## src/rtl/core/tct_pkg.sv

```systemverilog
`timescale 1ns / 1ps
package tct_pkg;

  // default screen geometry
  localparam int COLUMNS_DEF = 80;
  localparam int ROWS_DEF    = 25;

  localparam logic [7:0] ATTR_RESET = 8'h07;
  localparam logic [7:0] BLANK_CHAR = 8'h20;

  localparam logic [7:0] CH_BACKSPACE = 8'h08;
  localparam logic [7:0] CH_TAB       = 8'h09;
  localparam logic [7:0] CH_LF        = 8'h0A;
  localparam logic [7:0] CH_CR        = 8'h0D;
  localparam logic [7:0] CH_PRINT_LO  = 8'h20;
  localparam logic [7:0] CH_PRINT_HI  = 8'h7F;

  // tab stops every eight columns
  localparam logic [7:0] TAB_STEP = 8'd8;
  localparam logic [7:0] TAB_MASK = ~8'd7;

  // command queue between front and back
  localparam int QDEPTH = 2;
  localparam int QPTR_W = $clog2(QDEPTH);

  typedef enum logic [1:0] {
    FUNC_PUT   = 2'd0,
    FUNC_SETCUR = 2'd1,
    FUNC_CLEAR = 2'd2,
    FUNC_READ  = 2'd3
  } func_t;

  typedef enum logic [3:0] {
    CLS_IGNORE    = 4'd0,
    CLS_PRINT     = 4'd1,
    CLS_NEWLINE   = 4'd2,
    CLS_BACKSPACE = 4'd3,
    CLS_TAB       = 4'd4,
    CLS_SETCUR    = 4'd5,
    CLS_CLEAR     = 4'd6,
    CLS_READ      = 4'd7,
    CLS_READ_ZERO = 4'd8
  } cls_t;

  typedef struct packed {
    logic [1:0] func;
    logic [7:0] char_code;
    logic [7:0] column;
    logic [7:0] row;
  } in_data_t;

  typedef struct packed {
    logic [15:0] cell_value;
    logic [6:0]  cursor_column;
    logic [4:0]  cursor_row;
    logic [10:0] cursor_offset;
    logic        scrolled;
  } out_data_t;

  // classified command as it sits in the queue
  typedef struct packed {
    cls_t       cls;
    logic [7:0] ch;
    logic [6:0] col;
    logic [4:0] row;
  } cmd_t;

endpackage

```

## src/rtl/core/tct_front.sv

```systemverilog
`timescale 1ns / 1ps
module tct_front import tct_pkg::*; #(
  parameter int COLUMNS = COLUMNS_DEF,
  parameter int ROWS    = ROWS_DEF
) (
  input  logic     in_valid,
  output logic     in_stall,
  input  in_data_t in_data,
  input  logic     q_full,
  output logic     q_push,
  output cmd_t     q_cmd
);

  localparam logic [7:0] COLS_B = 8'(COLUMNS);
  localparam logic [7:0] ROWS_B = 8'(ROWS);

  logic in_range;

  assign in_stall = q_full;
  assign q_push   = in_valid && !q_full;
  assign in_range = (in_data.column < COLS_B) && (in_data.row < ROWS_B);

  always_comb begin
    q_cmd.ch  = in_data.char_code;
    q_cmd.col = in_data.column[6:0];
    q_cmd.row = in_data.row[4:0];
    q_cmd.cls = CLS_IGNORE;
    case (func_t'(in_data.func))
      FUNC_PUT: begin
        if (in_data.char_code == CH_LF || in_data.char_code == CH_CR) begin
          q_cmd.cls = CLS_NEWLINE;
        end else if (in_data.char_code == CH_BACKSPACE) begin
          q_cmd.cls = CLS_BACKSPACE;
        end else if (in_data.char_code == CH_TAB) begin
          q_cmd.cls = CLS_TAB;
        end else if (in_data.char_code >= CH_PRINT_LO && in_data.char_code <= CH_PRINT_HI) begin
          q_cmd.cls = CLS_PRINT;
        end
      end
      FUNC_SETCUR: q_cmd.cls = in_range ? CLS_SETCUR : CLS_IGNORE;
      FUNC_CLEAR:  q_cmd.cls = CLS_CLEAR;
      FUNC_READ:   q_cmd.cls = in_range ? CLS_READ : CLS_READ_ZERO;
      default:     q_cmd.cls = CLS_IGNORE;
    endcase
  end

endmodule

```

## config.mk

```make
export PLATFORM = sky130hd
export DESIGN_NAME = tct_front
export DESIGN_NICKNAME = d
export VERILOG_FILES = /design/src/rtl/core/tct_pkg.sv /design/src/rtl/core/tct_front.sv
export SDC_FILE = /design/constraint.sdc
export NUM_CORES = 1
export LEC_CHECK = 0
export BUFFER_PORTS_ARGS = -buffer_cell sky130_fd_sc_hd__buf_2
export CAP_MARGIN = 20
export CORE_AREA = 2 2 39 41
export DETAILED_ROUTE_END_ITERATION = 6
export DIE_AREA = 0 0 41 43
export GPL_ROUTABILITY_DRIVEN = 1
export PLACE_DENSITY = 0.77
export SLEW_MARGIN = 40
export SYNTH_ARGS = -nofsm -noshare
export SYNTH_HDL_FRONTEND = slang
export SYNTH_SLANG_ARGS = --single-unit
```

## constraint.sdc

```tcl
create_clock -name vclk -period 1.3
set_input_delay 0.26 -clock vclk [all_inputs]
set_output_delay 0.26 -clock vclk [all_outputs]
set_load 0.05 [all_outputs]
```

==> qor.yml <==
run_status:
  outcome: "complete, but fails checks"
  violations: "negative setup slack"
grt:
  antenna_found_initial: 0
  grt-ovfl-total: 0
  track_usage: 0.106
  grt_pass1_wl_um: 1410
  grt_pass1_vias: 354
  grt_start_max_net_pins: 5
critical_path:
  crit_fanout: 3
  path_class: "in -> out"
  worstSetupEndpointType: "output pin"
  critPathRequiredTime_ns: 1.04
  start_kind: "primary input"
  cp_data_arrival_time_ns: 1.20
route:
  wire_per_inst_um: 9.65
  post_drt_via_cell_ratio: 4.56
  antenna_left: 0
  drtPass1Iterations: 3
  vias: 401
  drt_iter0_drc: 4
  routed_wl_um: 849
  drc_errors: 0
job:
  cap_violations: 0
clock_network:
  cts-hold-fix-buffers: 0
pwr:
  p_leak_nw: 0.313
  peakVddDrop_mv: 0.257
  cellPowerDensity_nw_per_um2: 500
  total_power_mw: 0.315
timing:
  finalMaxSlewViolations: 0
  finalHoldViolations: 0
  grt_setup_unrepaired: "true"
  period_share: 1.12
  slew_headroom: 0.790
  setup_viol: 4
  max_freq_ghz: 0.685
  setup_slack_ns: -0.160
  tightest_slew_ns: 0.316
  period_minus_slack_ns: 1.46
min_path:
  hold_path.class: "in -> out"
floorplanning:
  io_pins: 54
  core-area_um2: 1380
  die_h_um: 43
  die_area_um2: 1760
  num_rows: 14
  die_x_um: 41
  start_util: 0.226
layout:
  n_antenna_cell: 0
  nFillCells: 128
  nFlopsAndLatches: 0
  nets: 102
  nClkBuffers: 0
  syn2layout_area_growth_pct: 102
  seqCellArea_um2: 0
  multi_input_area_um2: 245
  finalCoreUtilization: 0.456
  instances_no_fill: 88
  drive_gt1_frac: 0.833
yosys:
  synth_top_area_frac: 0.504
  ys_seq_area_frac: 0
  yosysMostFrequentCell: "buf_4"
  syn_inst: 43
  syn_avg_cell_area_um2: 7.27
  netlist_area_um2: 313
  synthTopCellsByArea: "buf_4 50%, o311ai_2 5.2%, nor4b_2 4.8%, a31oi_1 4.0%, nor4_2 4.0%"
  synthesis.nets: 71
  synth_cell_types: 18
  yosys_warnings: 0
  yosys.area.top_type: "buf_4"
  synth_common_cells: "21 x buf_4, 3 x inv_1, 3 x nor2_1"
placement:
  place_congestion: 0.667
  dp_hpwl_um: 762
  io_buffers: 46
  placedCellCount: 88
## per-stage QoR
step / hold WS [ns] / TNS [ns] / instance area (um^2) / setup slack (ns)
6_report: 0.520 / -0.537 / 631 / -0.160
3_5_place_dp: 0.520 / -1.06 / 515 / -0.282
3_3_place_gp: 0.520 / -1.10 / 515 / -0.296
4_1_cts: 0.520 / -0.594 / 621 / -0.174
2_1_floorplan: 0.658 / -0.251 / 393 / -0.151
5_1_grt: 0.520 / -0.754 / 631 / -0.209
## final timing paths
kind / startpoint / to / slack [ns] / cells after the start
setup / recovery: in_data[5] / q_cmd[22] / -0.16 / 5
hold / removal: in_data[8] / q_cmd[5] / 0.52 / 0
## report_power, final
part / internal, mW / total [mW] / switching [mW]
registers: 0 / 0 / 0
logic: 0.112 / 0.315 / 0.203
clock network: 0 / 0 / 0
total: 0.112 / 0.315 / 0.203
## layout by cell type, fill, tap and decap left out
cell / count
nand4b_1: 1
nor3_2: 1
o21ai_1: 1
buf_2: 34
a311oi_2: 1
inv_1: 3
a31oi_4: 2
buf_4: 1
buf_8: 2
and2_4: 1
buf_6: 13
o311ai_4: 1
and3b_1: 1
nor2b_1: 1
a21oi_4: 1
nor4b_4: 1
nor2_1: 3
nand4_1: 1
o41ai_4: 1
o211ai_1: 1
nor4_4: 1
## critical path, cell delays in order
cell and delay [ns]:
buf_6 0.10, nor4_4 0.32, a31oi_4 0.17, a31oi_4 0.17
buf_6 0.17
## cell type report
class,count,share of cell area
inverters,3,0.0179
repair buffers,50,0.562
multi-input cells,19,0.389
well taps,16,0.0317
## cell families (layout without fill, tap and decap cells)
| logic type | after synthesis | in the layout | share of synthesized area |
|---|---|---|---|
| compound gates | 8 | 8 | 0.204 |
| buf+inv | 24 | 53 | 0.540 |
| simple gates | 11 | 11 | 0.256 |
## repair_timing
action / 4_1_cts / 5_1_grt
pin swaps: 10 / 4
endpoints found under the setup margin: 4 / 4
setup buffers: 0 / 0
endpoints found under the hold margin: 0 / 0
resized for setup: 25 / 2
## per-layer routing
layer	track usage	vias up	routed length [um]
li1	-	191	-
met1	0.142	174	286
met2	0.181	36	431
met3	0.0157	0	130
met4	0	0	0
met5	0	-	0
Note: power is estimated with default switching activity, not from simulation.
