===== config.mk =====
export PLATFORM = sky130hd
export DESIGN_NAME = tct_queue
export DESIGN_NICKNAME = d
export VERILOG_FILES = /design/src/rtl/core/tct_pkg.sv /design/src/rtl/core/tct_queue.sv
export SDC_FILE = /design/constraint.sdc
export NUM_CORES = 1
export LEC_CHECK = 0
export ABC_CLOCK_PERIOD_IN_PS = 3600
export BUFFER_PORTS_ARGS = -buffer_cell sky130_fd_sc_hd__clkbuf_2
export CORE_MARGIN = 4
export CORE_UTILIZATION = 55
export CTS_CLUSTER_DIAMETER = 120
export DETAILED_ROUTE_END_ITERATION = 16
export PLACE_DENSITY = 0.81
export SLEW_MARGIN = 20
export SYNTH_ARGS = -nofsm -noshare
export SYNTH_HDL_FRONTEND = slang
export SYNTH_SLANG_ARGS = --single-unit

===== constraint.sdc =====
create_clock -name clk -period 3.6 [get_ports clk]
set_clock_uncertainty 0.05 [all_clocks]
set_input_delay 0.54 -clock clk [delete_from_list [all_inputs] [get_ports clk]]
set_output_delay 0.54 -clock clk [all_outputs]
set_load 0.05 [all_outputs]

===== src/rtl/core/tct_pkg.sv =====
`timescale 1ns / 1ps
package tct_pkg;

  // default screen geometry
  localparam int COLUMNS_DEF = 80;
  localparam int ROWS_DEF    = 25;

  localparam logic [7:0] ATTR_RESET = 8'h07;
  localparam logic [7:0] BLANK_CHAR = 8'h20;

  localparam logic [7:0] CH_BACKSPACE = 8'h08;
  localparam logic [7:0] CH_TAB       = 8'h09;
  localparam logic [7:0] CH_LF        = 8'h0A;
  localparam logic [7:0] CH_CR        = 8'h0D;
  localparam logic [7:0] CH_PRINT_LO  = 8'h20;
  localparam logic [7:0] CH_PRINT_HI  = 8'h7F;

  // tab stops every eight columns
  localparam logic [7:0] TAB_STEP = 8'd8;
  localparam logic [7:0] TAB_MASK = ~8'd7;

  // command queue between front and back
  localparam int QDEPTH = 2;
  localparam int QPTR_W = $clog2(QDEPTH);

  typedef enum logic [1:0] {
    FUNC_PUT   = 2'd0,
    FUNC_SETCUR = 2'd1,
    FUNC_CLEAR = 2'd2,
    FUNC_READ  = 2'd3
  } func_t;

  typedef enum logic [3:0] {
    CLS_IGNORE    = 4'd0,
    CLS_PRINT     = 4'd1,
    CLS_NEWLINE   = 4'd2,
    CLS_BACKSPACE = 4'd3,
    CLS_TAB       = 4'd4,
    CLS_SETCUR    = 4'd5,
    CLS_CLEAR     = 4'd6,
    CLS_READ      = 4'd7,
    CLS_READ_ZERO = 4'd8
  } cls_t;

  typedef struct packed {
    logic [1:0] func;
    logic [7:0] char_code;
    logic [7:0] column;
    logic [7:0] row;
  } in_data_t;

  typedef struct packed {
    logic [15:0] cell_value;
    logic [6:0]  cursor_column;
    logic [4:0]  cursor_row;
    logic [10:0] cursor_offset;
    logic        scrolled;
  } out_data_t;

  // classified command as it sits in the queue
  typedef struct packed {
    cls_t       cls;
    logic [7:0] ch;
    logic [6:0] col;
    logic [4:0] row;
  } cmd_t;

endpackage


===== src/rtl/core/tct_queue.sv =====
`timescale 1ns / 1ps
module tct_queue import tct_pkg::*; (
  input  logic clk,
  input  logic rst_n,
  input  logic push,
  input  cmd_t push_cmd,
  output logic full,
  input  logic pop,
  output logic q_valid,
  output cmd_t q_cmd
);

  cmd_t              slot_r [QDEPTH];
  logic [QPTR_W-1:0] wr_ptr_r;
  logic [QPTR_W-1:0] rd_ptr_r;
  logic [QPTR_W:0]   cnt_r;
  logic              do_push;
  logic              do_pop;

  assign full    = (cnt_r == (QPTR_W + 1)'(QDEPTH));
  assign q_valid = (cnt_r != '0);
  assign q_cmd   = slot_r[rd_ptr_r];
  assign do_push = push && !full;
  assign do_pop  = pop && q_valid;

  always_ff @(posedge clk) begin
    if (do_push) begin
      slot_r[wr_ptr_r] <= push_cmd;
    end
  end

  always_ff @(posedge clk) begin
    if (!rst_n) begin
      wr_ptr_r <= '0;
      rd_ptr_r <= '0;
      cnt_r    <= '0;
    end else begin
      if (do_push) begin
        wr_ptr_r <= wr_ptr_r + 1'b1;
      end
      if (do_pop) begin
        rd_ptr_r <= rd_ptr_r + 1'b1;
      end
      cnt_r <= cnt_r + (QPTR_W + 1)'(do_push) - (QPTR_W + 1)'(do_pop);
    end
  end

  // occupancy never runs past the depth
  a_cnt_bound: assert property (@(posedge clk) disable iff (!rst_n)
    cnt_r <= (QPTR_W + 1)'(QDEPTH))
    else $error("queue occupancy out of range");

endmodule


==> metrics.md, run 1 <==
| Metric | Value |
|---|---|
| I/O pin cnt | `54` |
| Status | `finished, final reports clean` |
| P_leak | `0.00100 uW` |
| Full die area | `4820 um2` |
| RSZ-0062 raised after global routing | `no` |
| Total core area | `3660 um2` |
| Post-Synthesis Cell Area | `2070 um2` |
| Startpoint types | `flip-flop` |
| Detail Route Antenna Nets | `0` |
| Pwr dens | `826 nW/um2` |
| Largest stage delay, worst path | `0.71 ns` |
| Total power | `2030 uW` |
| Drt via density | `5.07` |
| Peak Freq | `382 MHz` |
| FP Rows | `22` |
| Global route overflow | `0` |
| Final Setup Violations | `0` |
| GPL Wtd Cong | `0.657` |
| Routed length per instance | `15.8 um` |
| FF-to-FF Start | `cnt_r[0]` |
| Final cycle utilization of the critical path | `0.727` |
| Area delta synth->final | `18.3%` |
| CTS tree | `built` |
| Die Ht | `69.4 um` |
| Buf/Inv on CP | `2` |
| Slew @ Worst Pin | `0.600 ns` |
| Initial antenna violation count | `0` |
| Hold path start | `push_cmd[19]` |
| Clk root buf | `clkbuf_8` |
| Sequential fraction of the synthesis area | `0.743` |
| Worst-Skew Late Latency | `0.30 ns` |
| Delay-heaviest family, CP | `flip-flops` |
| Mean post-synth cell area | `20.3 um2` |
| N_diodes | `0` |
| Top cell type's share of synthesized area | `0.695` |
| Iter 0 DRT Violations | `50` |
| First-pass GRT wire length | `5360 um` |
| Largest net degree at the start of global routing | `25` |
| Post-route DRC | `0` |
| Post-route cell area | `2450 um2` |
| Max-Cap Viols | `0` |
| Pins Over Slew Limit | `0` |
| CTS Buf Count | `5` |
| Dominant cell type by area after synthesis | `edfxtp_1` |
| Initial Util | `0.567` |
| Syn_nets | `132` |
| Seq cells post-synth | `53` |
| Post-synth cell types | `19` |
| Hpwl dp | `2430 um` |
| Rel. slew slack | `0.600` |
| Crit path required time | `3.01 ns` |
| CP cell instances | `buf_4 > mux2_2 > clkbuf_2` |
| Final setup TNS | `0 ns` |
| Placed standard-cell area | `2370 um2` |
| Critical path's slowest cell | `dfxtp_1` |
| Vias | `1064` |
| Final min period | `2.62 ns` |
| WL final | `3330 um` |
| Post CTS Setup Buffer Count | `0` |
| DIE WIDTH | `69.4 um` |
| Clk slew on worst S/H paths | `0.09 ns` |
| Number of global-route vias before repair | `1106` |
| CP max FO | `14` |
| GRT Resource Usage Total | `0.148` |
| Fin nets | `191` |
| Hold_buf cts | `0` |
| Min-Delay Path Class | `in2reg` |
| CP endpoint kind | `output pin` |
| Fill cells | `264` |
| H-tree levels | `2` |
| Yosys warning count | `0` |
| CTS Buffer Depth | `2` |
| I/O Buffers | `53` |
| Synth Instances | `102` |
| Synth area leaders | `edfxtp_1 (69%), mux2_4 (14%), dfxtp_1 (4.8%)` |
| Post-cts sizing count | `0` |
| Kind of critical path | `reg2out` |
| WP data arrival | `2.03 ns` |
| Layout cells sized above 1 | `0.549` |
| VDD IR-drop max | `0.000460 V` |
| Sink Count | `53` |
| Endpoints failing hold | `0` |
| DR pass1 iterations | `4` |
synthesized netlist by cell type:
library cell and number:
and2_1 2, and3_1 1, buf_12 2, buf_6 1, dfxtp_1 5, edfxtp_1 48
ha_1 2, inv_1 3, mux2_2 4, mux2_4 20, mux2i_1 1, nand2_1 2
nand2b_1 2, nor2_1 4, nor3_1 1, o21a_1 1, or2_2 1, xnor2_1 1
xor2_1 1
logic make-up (layout without fill, tap and decap cells):
group	Yosys count	in the layout	share of synthesized area
flops	53	53	0.743
buf+inv	6	66	0.0302
simple gates	13	13	0.0314
fa+ha+maj	2	2	0.0121
xor+xnor	2	2	0.00845
compound gates	1	1	0.00362
mux	25	25	0.171
worst reg2reg max path: cells and delay by family (launching register included):
kind,cells,cell delay (ns)
and+or+nand+nor,3,0.78
DFF,1,0.39
buffers and inverters,1,0.33
metrics by stage:
step / util / setup slack, ns / cells / hold WS, ns
after floorplan: - / 1.49 / 102 / 0.405
after global placement: 0.646 / 1.38 / 202 / 0.425
after detailed placement: 0.646 / 1.30 / 202 / 0.450
after CTS: 0.670 / 0.946 / 210 / 0.364
after global routing: 0.671 / 0.855 / 210 / 0.351
final: 0.671 / 0.982 / 210 / 0.376
power by group:
part           switching [uW]  leakage, uW  total (uW)  internal (uW)
clock                     176    0.0000374         313            137
sequential               62.1     0.000490         858            796
combinational             581     0.000477         857            276
layout make-up:
cell class              count  area (um2)  area share
clock inverters             2        15.0     0.00612
well taps                  48        60.1      0.0245
multi-input cells          43         474       0.193
flip-flops and latches     53        1540       0.628
clock buffers               6        72.6      0.0296
inverters                   3        11.3     0.00459
repair buffers             55         280       0.114
cell usage in the layout (no fill, tap or decap), drive strengths merged:
cell type and n:
xor2 1, and3 1, o21a 1, dfxtp 5, buf 2, ha 2, nand2 2, nor3 1
nand2b 2, xnor2 1, and2 2, inv 3, mux2 24, clkinvlp 2, mux2i 1, clkbuf 59
or2 1, edfxtp 48, nor2 4
flip-flops by register name, indices dropped and copies added, names as in the netlist, named ones only:
name	count
rd_ptr_r	1
wr_ptr_r	1
cnt_r	2
slot_r	48
per-layer routing:
layer  global-route usage  part of all wire  vias up
met5                    0                 0        -
met4               0.0521             0.016        0
met3               0.0536             0.060        8
met2                0.263              0.54       37
met1                0.163              0.38      521
li1                     -                 -      498
worst paths after layout:
kind / to / slack (ns) / cells past startpoint
setup / recovery: q_cmd[12] / 0.98 / 3
hold / removal: slot_r[0][19] / 0.38 / 1
setup reg to reg: slot_r[0][7] / 1.75 / 4
hold reg to reg: wr_ptr_r / 0.46 / 2
No activity file was read; power rests on OpenSTA's default activity.
==> run 2, diff against run 1 <==
ABC_AREA = 1   (was not set)
ABC_CLOCK_PERIOD_IN_PS = 2600   (was 3600)
CORE_UTILIZATION = 51   (was 55)
PLACE_DENSITY = 0.75   (was 0.81)
clock period = 2.6 ns   (was 3.6 ns; I/O delays follow)
==> metrics.md, run 2 <==
| Metric | Value |
|---|---|
| Min-Delay Path Class | `in2reg` |
| Number of global-route vias before repair | `1179 (+6.6%)` |
| CTS Buf Count | `5 (unchanged)` |
| Worst-Skew Late Latency | `0.28 ns (-0.02 ns)` |
| Vias | `1077 (+1.2%)` |
| Final setup TNS | `0 ns (unchanged)` |
| Clk root buf | `clkbuf_8` |
| Syn_nets | `143 (+8.3%)` |
| DIE WIDTH | `72.0 um (+3.7%)` |
| Clk slew on worst S/H paths | `0.09 ns (about the same)` |
| CP cell instances | `buf_4 > mux2_2 > clkbuf_2` |
| WP data arrival | `1.63 ns (-0.40 ns)` |
| Most common cell after layout, fill and taps aside | `clkbuf_2` |
| Area delta synth->final | `18.7%` |
| Total core area | `3800 um2 (+3.8%)` |
| Asr flop ratio synth | `0 (unchanged)` |
| Main combinational cell family by area after synthesis | `multiplexers` |
| I/O Buffers | `53 (unchanged)` |
| I/O pin cnt | `54 (unchanged)` |
| P_leak | `0.00104 uW (+3.9%)` |
| Max-Cap Viols | `0 (unchanged)` |
| Multiplexer share of the synthesized area | `0.166 (-0.00572)` |
| Sink Count | `53 (unchanged)` |
| Pins Over Slew Limit | `0 (unchanged)` |
| Final cycle utilization of the critical path | `0.796` |
| Die Ht | `72.0 um (+3.7%)` |
| Final Setup Violations | `0 (unchanged)` |
| Fill cells | `288 (+9.1%)` |
| Top cell type's share of synthesized area | `0.691 (-0.00375)` |
| DR pass1 iterations | `4 (unchanged)` |
| Mean post-synth cell area | `18.5 um2 (-9.2%)` |
| Routed length per instance | `14.0 um (-12%)` |
| Final min period | `2.07 ns` |
| Area occupied by registers | `1540 um2 (unchanged)` |
| Yosys warning count | `0 (unchanged)` |
| Full die area | `5180 um2 (+7.4%)` |
| Complex-gate fraction of the synthesized area | `0.00480 (+0.00118)` |
| Post-route DRC | `0 (unchanged)` |
| Commonest cells post-synth | `edfxtp_1 (48), mux2_4 (20), inv_1 (9), nand2_1 (9), nor2_1 (8)` |
| Hold_buf cts | `0 (unchanged)` |
| Sequential fraction of the synthesis area | `0.739 (-0.00401)` |
| First-pass GRT wire length | `5240 um (-2.3%)` |
| Fin nets | `205 (+7.3%)` |
| Non-filler cells, final | `223 (+6.2%)` |
| VDD IR-drop max | `0.000593 V (+29%)` |
| Footprint of the multi-input gates | `462 um2 (-2.6%)` |
| Synth Instances | `113 (+11%)` |
| Seq cells post-synth | `53 (unchanged)` |
| Post-synth EDFFs | `48 (unchanged)` |
| Layout cells sized above 1 | `0.503 (-0.0465)` |
| Number of flip-flops in the largest register | `48 (unchanged)` |
| Slew @ Worst Pin | `0.472 ns (-0.128 ns)` |
| Post-synth cell types | `12 (-7)` |
| Post-Synth XOR/XNOR Area | `0 (-0.00844)` |
| CP endpoint kind | `output pin` |
| WL final | `3120 um (-6.3%)` |
| GPL Wtd Cong | `0.745 (+13%)` |
| Top FF cell, synth | `edfxtp_1` |
| Drt via density | `4.83 (-4.7%)` |
| Synth area leaders | `edfxtp_1 (69%), mux2_4 (14%), dfxtp_1 (4.8%)` |
| Peak Freq | `483 MHz` |
| N_diodes | `0 (unchanged)` |
| FP Rows | `22 (unchanged)` |
| RSZ-0062 raised after global routing | `no` |
| Initial Util | `0.549 (-0.0176)` |
| Detail Route Antenna Nets | `0 (unchanged)` |
| Placed Cells | `216 (+6.9%)` |
| Crit path required time | `2.16 ns (-0.85 ns)` |
| Largest Register | `slot_r` |
| Post CTS Setup Buffer Count | `0 (unchanged)` |
| CTS tree | `built` |
| Most frequent cells in the layout | `clkbuf_2 (53), edfxtp_1 (48), mux2_4 (20)` |
| Initial antenna violation count | `0 (unchanged)` |
| Startpoint types | `flip-flop` |
| Largest net degree at the start of global routing | `15 (-40%)` |
| CTS Buffer Depth | `2 (unchanged)` |
| CP max FO | `10 (-4)` |
| Hpwl dp | `2420 um (-0.55%)` |
| Global route overflow | `0 (unchanged)` |
| Post-cts sizing count | `0 (unchanged)` |
| Iter 0 DRT Violations | `52 (+4.0%)` |
| Dominant cell type by area after synthesis | `edfxtp_1` |
| Endpoints failing hold | `0 (unchanged)` |
| Kind of critical path | `reg2out` |
| Pwr dens | `1060 nW/um2 (+28%)` |
| Synth Area in Adders | `0.0120 (-0.0000651)` |
| Status | `finished, final reports clean` |
| Rel. slew slack | `0.685 (+0.0852)` |
| Most frequent cell after synthesis | `edfxtp_1` |
| Synth Area in Simple Gates | `0.0378 (+0.00643)` |
| Critical path's slowest cell | `dfxtp_1` |
| H-tree levels | `2 (unchanged)` |
| Biggest regs | `slot_r (48), cnt_r (2)` |
| Largest stage delay, worst path | `0.48 ns (-0.23 ns)` |
| Post-Synthesis Cell Area | `2090 um2 (+0.54%)` |
| GRT Resource Usage Total | `0.132 (-0.0163)` |
[run 2: changes by cell type after synthesis, moves of 2 or more]
cell,change
nor2_1,+4
nand2_1,+7
and2_1,-2
inv_1,+6
a21oi_1,+2
nand3_1,+3
nand2b_1,-2
[run 2: per-stage QoR]
step            util  instance area, um2  setup WS, ns  total power, uW  hold slack, ns
4_1_cts        0.652                2480         0.496             2650           0.229
5_1_grt        0.652                2480         0.428             2770           0.215
2_1_floorplan      -                2090         0.562             2060           0.417
6_report       0.652                2480         0.530             2620           0.238
3_3_place_gp   0.632                2400         0.833             2220           0.445
3_5_place_dp   0.632                2400         0.819             2250           0.450
[run 2: cell type report]
type,count,area share
clock inverter,1,0.00152
multi-input combinational,48,0.186
timing repair buffer,58,0.122
inverter,9,0.0136
sequential,53,0.623
tap,48,0.0243
clock buffer,6,0.0293
[run 2: final timing paths]
path | start | to | slack (ns) | depth (start not counted)
max | flip-flop | q_cmd[11] | 0.53 | 3
min | push_cmd[22] | slot_r[1][22] | 0.24 | 1
max reg2reg | cnt_r[0] | slot_r[1][10] | 0.90 | 5
min reg2reg | wr_ptr_r | wr_ptr_r | 0.48 | 2
[run 2: worst max-delay path: cells and delay by family, from the launching register on]
family	cells	cell delay, ns
muxes	1	0.35
buffers and inverters	2	0.51
DFF	1	0.48
[run 2: where the power goes]
| part | leakage, uW | total, uW | internal, uW | switching (uW) |
|---|---|---|---|---|
| clock network | 0.0000387 | 407 | 182 | 225 |
| logic | 0.000514 | 1080 | 338 | 739 |
| registers | 0.000490 | 1140 | 1080 | 51.9 |
| total | 0.00104 | 2620 | 1600 | 1020 |
[run 2: per-layer routing]
| layer | track usage | routed length (um) | share of wire |
|---|---|---|---|
| met1 | 0.147 | 1140 | 0.37 |
| met2 | 0.243 | 1750 | 0.56 |
| met3 | 0.0443 | 221 | 0.071 |
| met4 | 0.0313 | 9 | 0.0029 |
| met5 | 0 | 0 | 0 |
[run 2: cell families after synthesis]
logic type | count (synthesis)
AO/OA/AOI/OAI | 2
buffers and inverters | 12
AND/OR/NAND/NOR | 20
flip-flops | 53
multiplexers | 24
adder cells (fa/ha/maj) | 2
==> run 3, diff against run 2 <==
ABC_CLOCK_PERIOD_IN_PS = 1900   (was 2600)
CORE_UTILIZATION = 46   (was 51)
PLACE_DENSITY = 0.72   (was 0.75)
clock period = 1.9 ns   (was 2.6 ns; I/O delays follow)
==> metrics.md, run 3 (same netlist as run 2, synthesis figures left out) <==
| Metric | Value |
|---|---|
| CP cell instances | `buf_4 > mux2_2 > clkbuf_2` |
| I/O Buffers | `53 (unchanged)` |
| DIE WIDTH | `75.3 um (+4.7%)` |
| WL final | `3250 um (+4.2%)` |
| Routed length per instance | `14.2 um (+1.9%)` |
| N_diodes | `0 (unchanged)` |
| CP endpoint kind | `output pin` |
| Clk root buf | `clkbuf_8` |
| Clk slew on worst S/H paths | `0.08 ns (about the same)` |
| I/O pin cnt | `54 (unchanged)` |
| Post-route DRC | `0 (unchanged)` |
| Most frequent cells in the layout | `clkbuf_2 (48), edfxtp_1 (48), mux2_4 (20)` |
| Final cycle utilization of the critical path | `0.949` |
| Fill cells | `359 (+25%)` |
| Iter 0 DRT Violations | `54 (+3.8%)` |
| H-tree levels | `2 (unchanged)` |
| Sink Count | `53 (unchanged)` |
| Global route overflow | `0 (unchanged)` |
| RSZ-0062 raised after global routing | `no` |
| P_leak | `0.00107 uW (+3.0%)` |
| Endpoints failing hold | `0 (unchanged)` |
| Final Setup Violations | `0 (unchanged)` |
| Drt via density | `4.67 (-3.4%)` |
| Slew @ Worst Pin | `0.284 ns (-0.188 ns)` |
| Setup slack at placement | `0.293 ns (-0.526 ns)` |
| Footprint of the multi-input gates | `462 um2 (unchanged)` |
| GRT Resource Usage Total | `0.120 (-0.0122)` |
| WP data arrival | `1.47 ns (-0.16 ns)` |
| Largest stage delay, worst path | `0.36 ns (-0.12 ns)` |
| Initial Util | `0.476 (-0.0733)` |
| Kind of critical path | `reg2out` |
| Largest Register | `slot_r` |
| Worst-Skew Late Latency | `0.29 ns (about the same)` |
| Number of flip-flops in the largest register | `48 (unchanged)` |
| Peak Freq | `554 MHz` |
| Fin nets | `206 (+0.49%)` |
| Crit path setup slack, layout | `0.0964 ns (-0.433 ns)` |
| Post CTS Setup Buffer Count | `0 (unchanged)` |
| Pins Over Slew Limit | `0 (unchanged)` |
| Final setup TNS | `0 ns (unchanged)` |
| Critical path's slowest cell | `mux2_2` |
| Hold_buf cts | `0 (unchanged)` |
| FP Rows | `24 (+9.1%)` |
| GPL Wtd Cong | `0.749 (+0.50%)` |
| Largest net degree at the start of global routing | `15 (unchanged)` |
| Total power | `3720 uW (+42%)` |
| Max-Cap Viols | `0 (unchanged)` |
| Number of global-route vias before repair | `1075 (-8.8%)` |
| Initial antenna violation count | `0 (unchanged)` |
| CTS Buffer Depth | `2 (unchanged)` |
| CP max FO | `13 (+3)` |
| Rel. slew slack | `0.811 (+0.127)` |
| Startpoint types | `flip-flop` |
| Layout cells sized above 1 | `0.506 (+0.00282)` |
| CTS Buf Count | `5 (unchanged)` |
| Final min period | `1.80 ns` |
| Hpwl dp | `2490 um (+3.1%)` |
| VDD IR-drop max | `0.000657 V (+11%)` |
| Pwr dens | `1450 nW/um2 (+37%)` |
| Area delta synth->final | `22.9%` |
| DR pass1 iterations | `3 (-1)` |
| Detail Route Antenna Nets | `0 (unchanged)` |
| Total core area | `4380 um2 (+15%)` |
| Die Ht | `75.3 um (+4.7%)` |
| Buf/Inv on CP | `2 (unchanged)` |
| CTS tree | `built` |
| Biggest regs | `slot_r (48), cnt_r (2)` |
| Delay-heaviest family, CP | `buffers and inverters` |
| Vias | `1064 (-1.2%)` |
| First-pass GRT wire length | `4850 um (-7.4%)` |
| Post-cts sizing count | `0 (unchanged)` |
| Full die area | `5680 um2 (+9.6%)` |
| Min-Delay Path Class | `in2reg` |
| Crit path required time | `1.56 ns (-0.60 ns)` |
| Status | `finished, final reports clean` |
| Area occupied by registers | `1540 um2 (unchanged)` |
-- run 3: cell count changes in the layout (fill, tap and decap cells not counted), sizes merged --
cell,previous run,this run
clkbuf,59,54
buf,5,11
-- run 3: power by group --
group	internal [uW]	switching (uW)
clock	249	319
combinational	569	1040
sequential	1480	58.7
-- run 3: stage by stage --
stage                     area (um2)  utilization  instances  hold WS (ns)
after floorplan                 2090            -        113         0.328
after global placement          2490        0.567        221         0.424
after detailed placement        2490        0.567        221         0.428
after CTS                       2560        0.585        228         0.112
after global routing            2560        0.585        228         0.106
final                           2560        0.585        228         0.124
-- run 3: worst paths after layout --
check	from	endpoint	slack, ns	cells after the start
worst max-delay path	flip-flop	q_cmd[18]	0.1	3
worst min-delay path	push_cmd[2]	slot_r[0][2]	0.12	1
worst max register to register	cnt_r[0]	cnt_r[1]	0.27	10
worst min register to register	rd_ptr_r	rd_ptr_r	0.47	2
-- run 3: worst register-to-register path: stages, from the launching register on --
cell     delay, ns
dfxtp_1       0.36
inv_1         0.07
nand2_1       0.12
nand2_1       0.10
ha_1          0.29
inv_1         0.04
ha_1          0.18
inv_1         0.05
nand2_1       0.06
a21oi_1       0.15
nor2_1        0.06
-- run 3: final cells by class --
class / count / share of cell area
multi-input combinational: 48 / 0.180
timing repair buffer: 59 / 0.150
tap: 52 / 0.0254
inverter: 9 / 0.0132
clock inverter: 1 / 0.00146
sequential: 53 / 0.601
clock buffer: 6 / 0.0283
-- run 3: routing by layer --
| layer | vias up | share of wire | global-route usage |
|---|---|---|---|
| li1 | 533 | - | - |
| met1 | 490 | 0.40 | 0.139 |
| met2 | 36 | 0.51 | 0.203 |
| met3 | 5 | 0.078 | 0.0435 |
| met4 | 0 | 0.017 | 0.0466 |
| met5 | - | 0 | 0 |
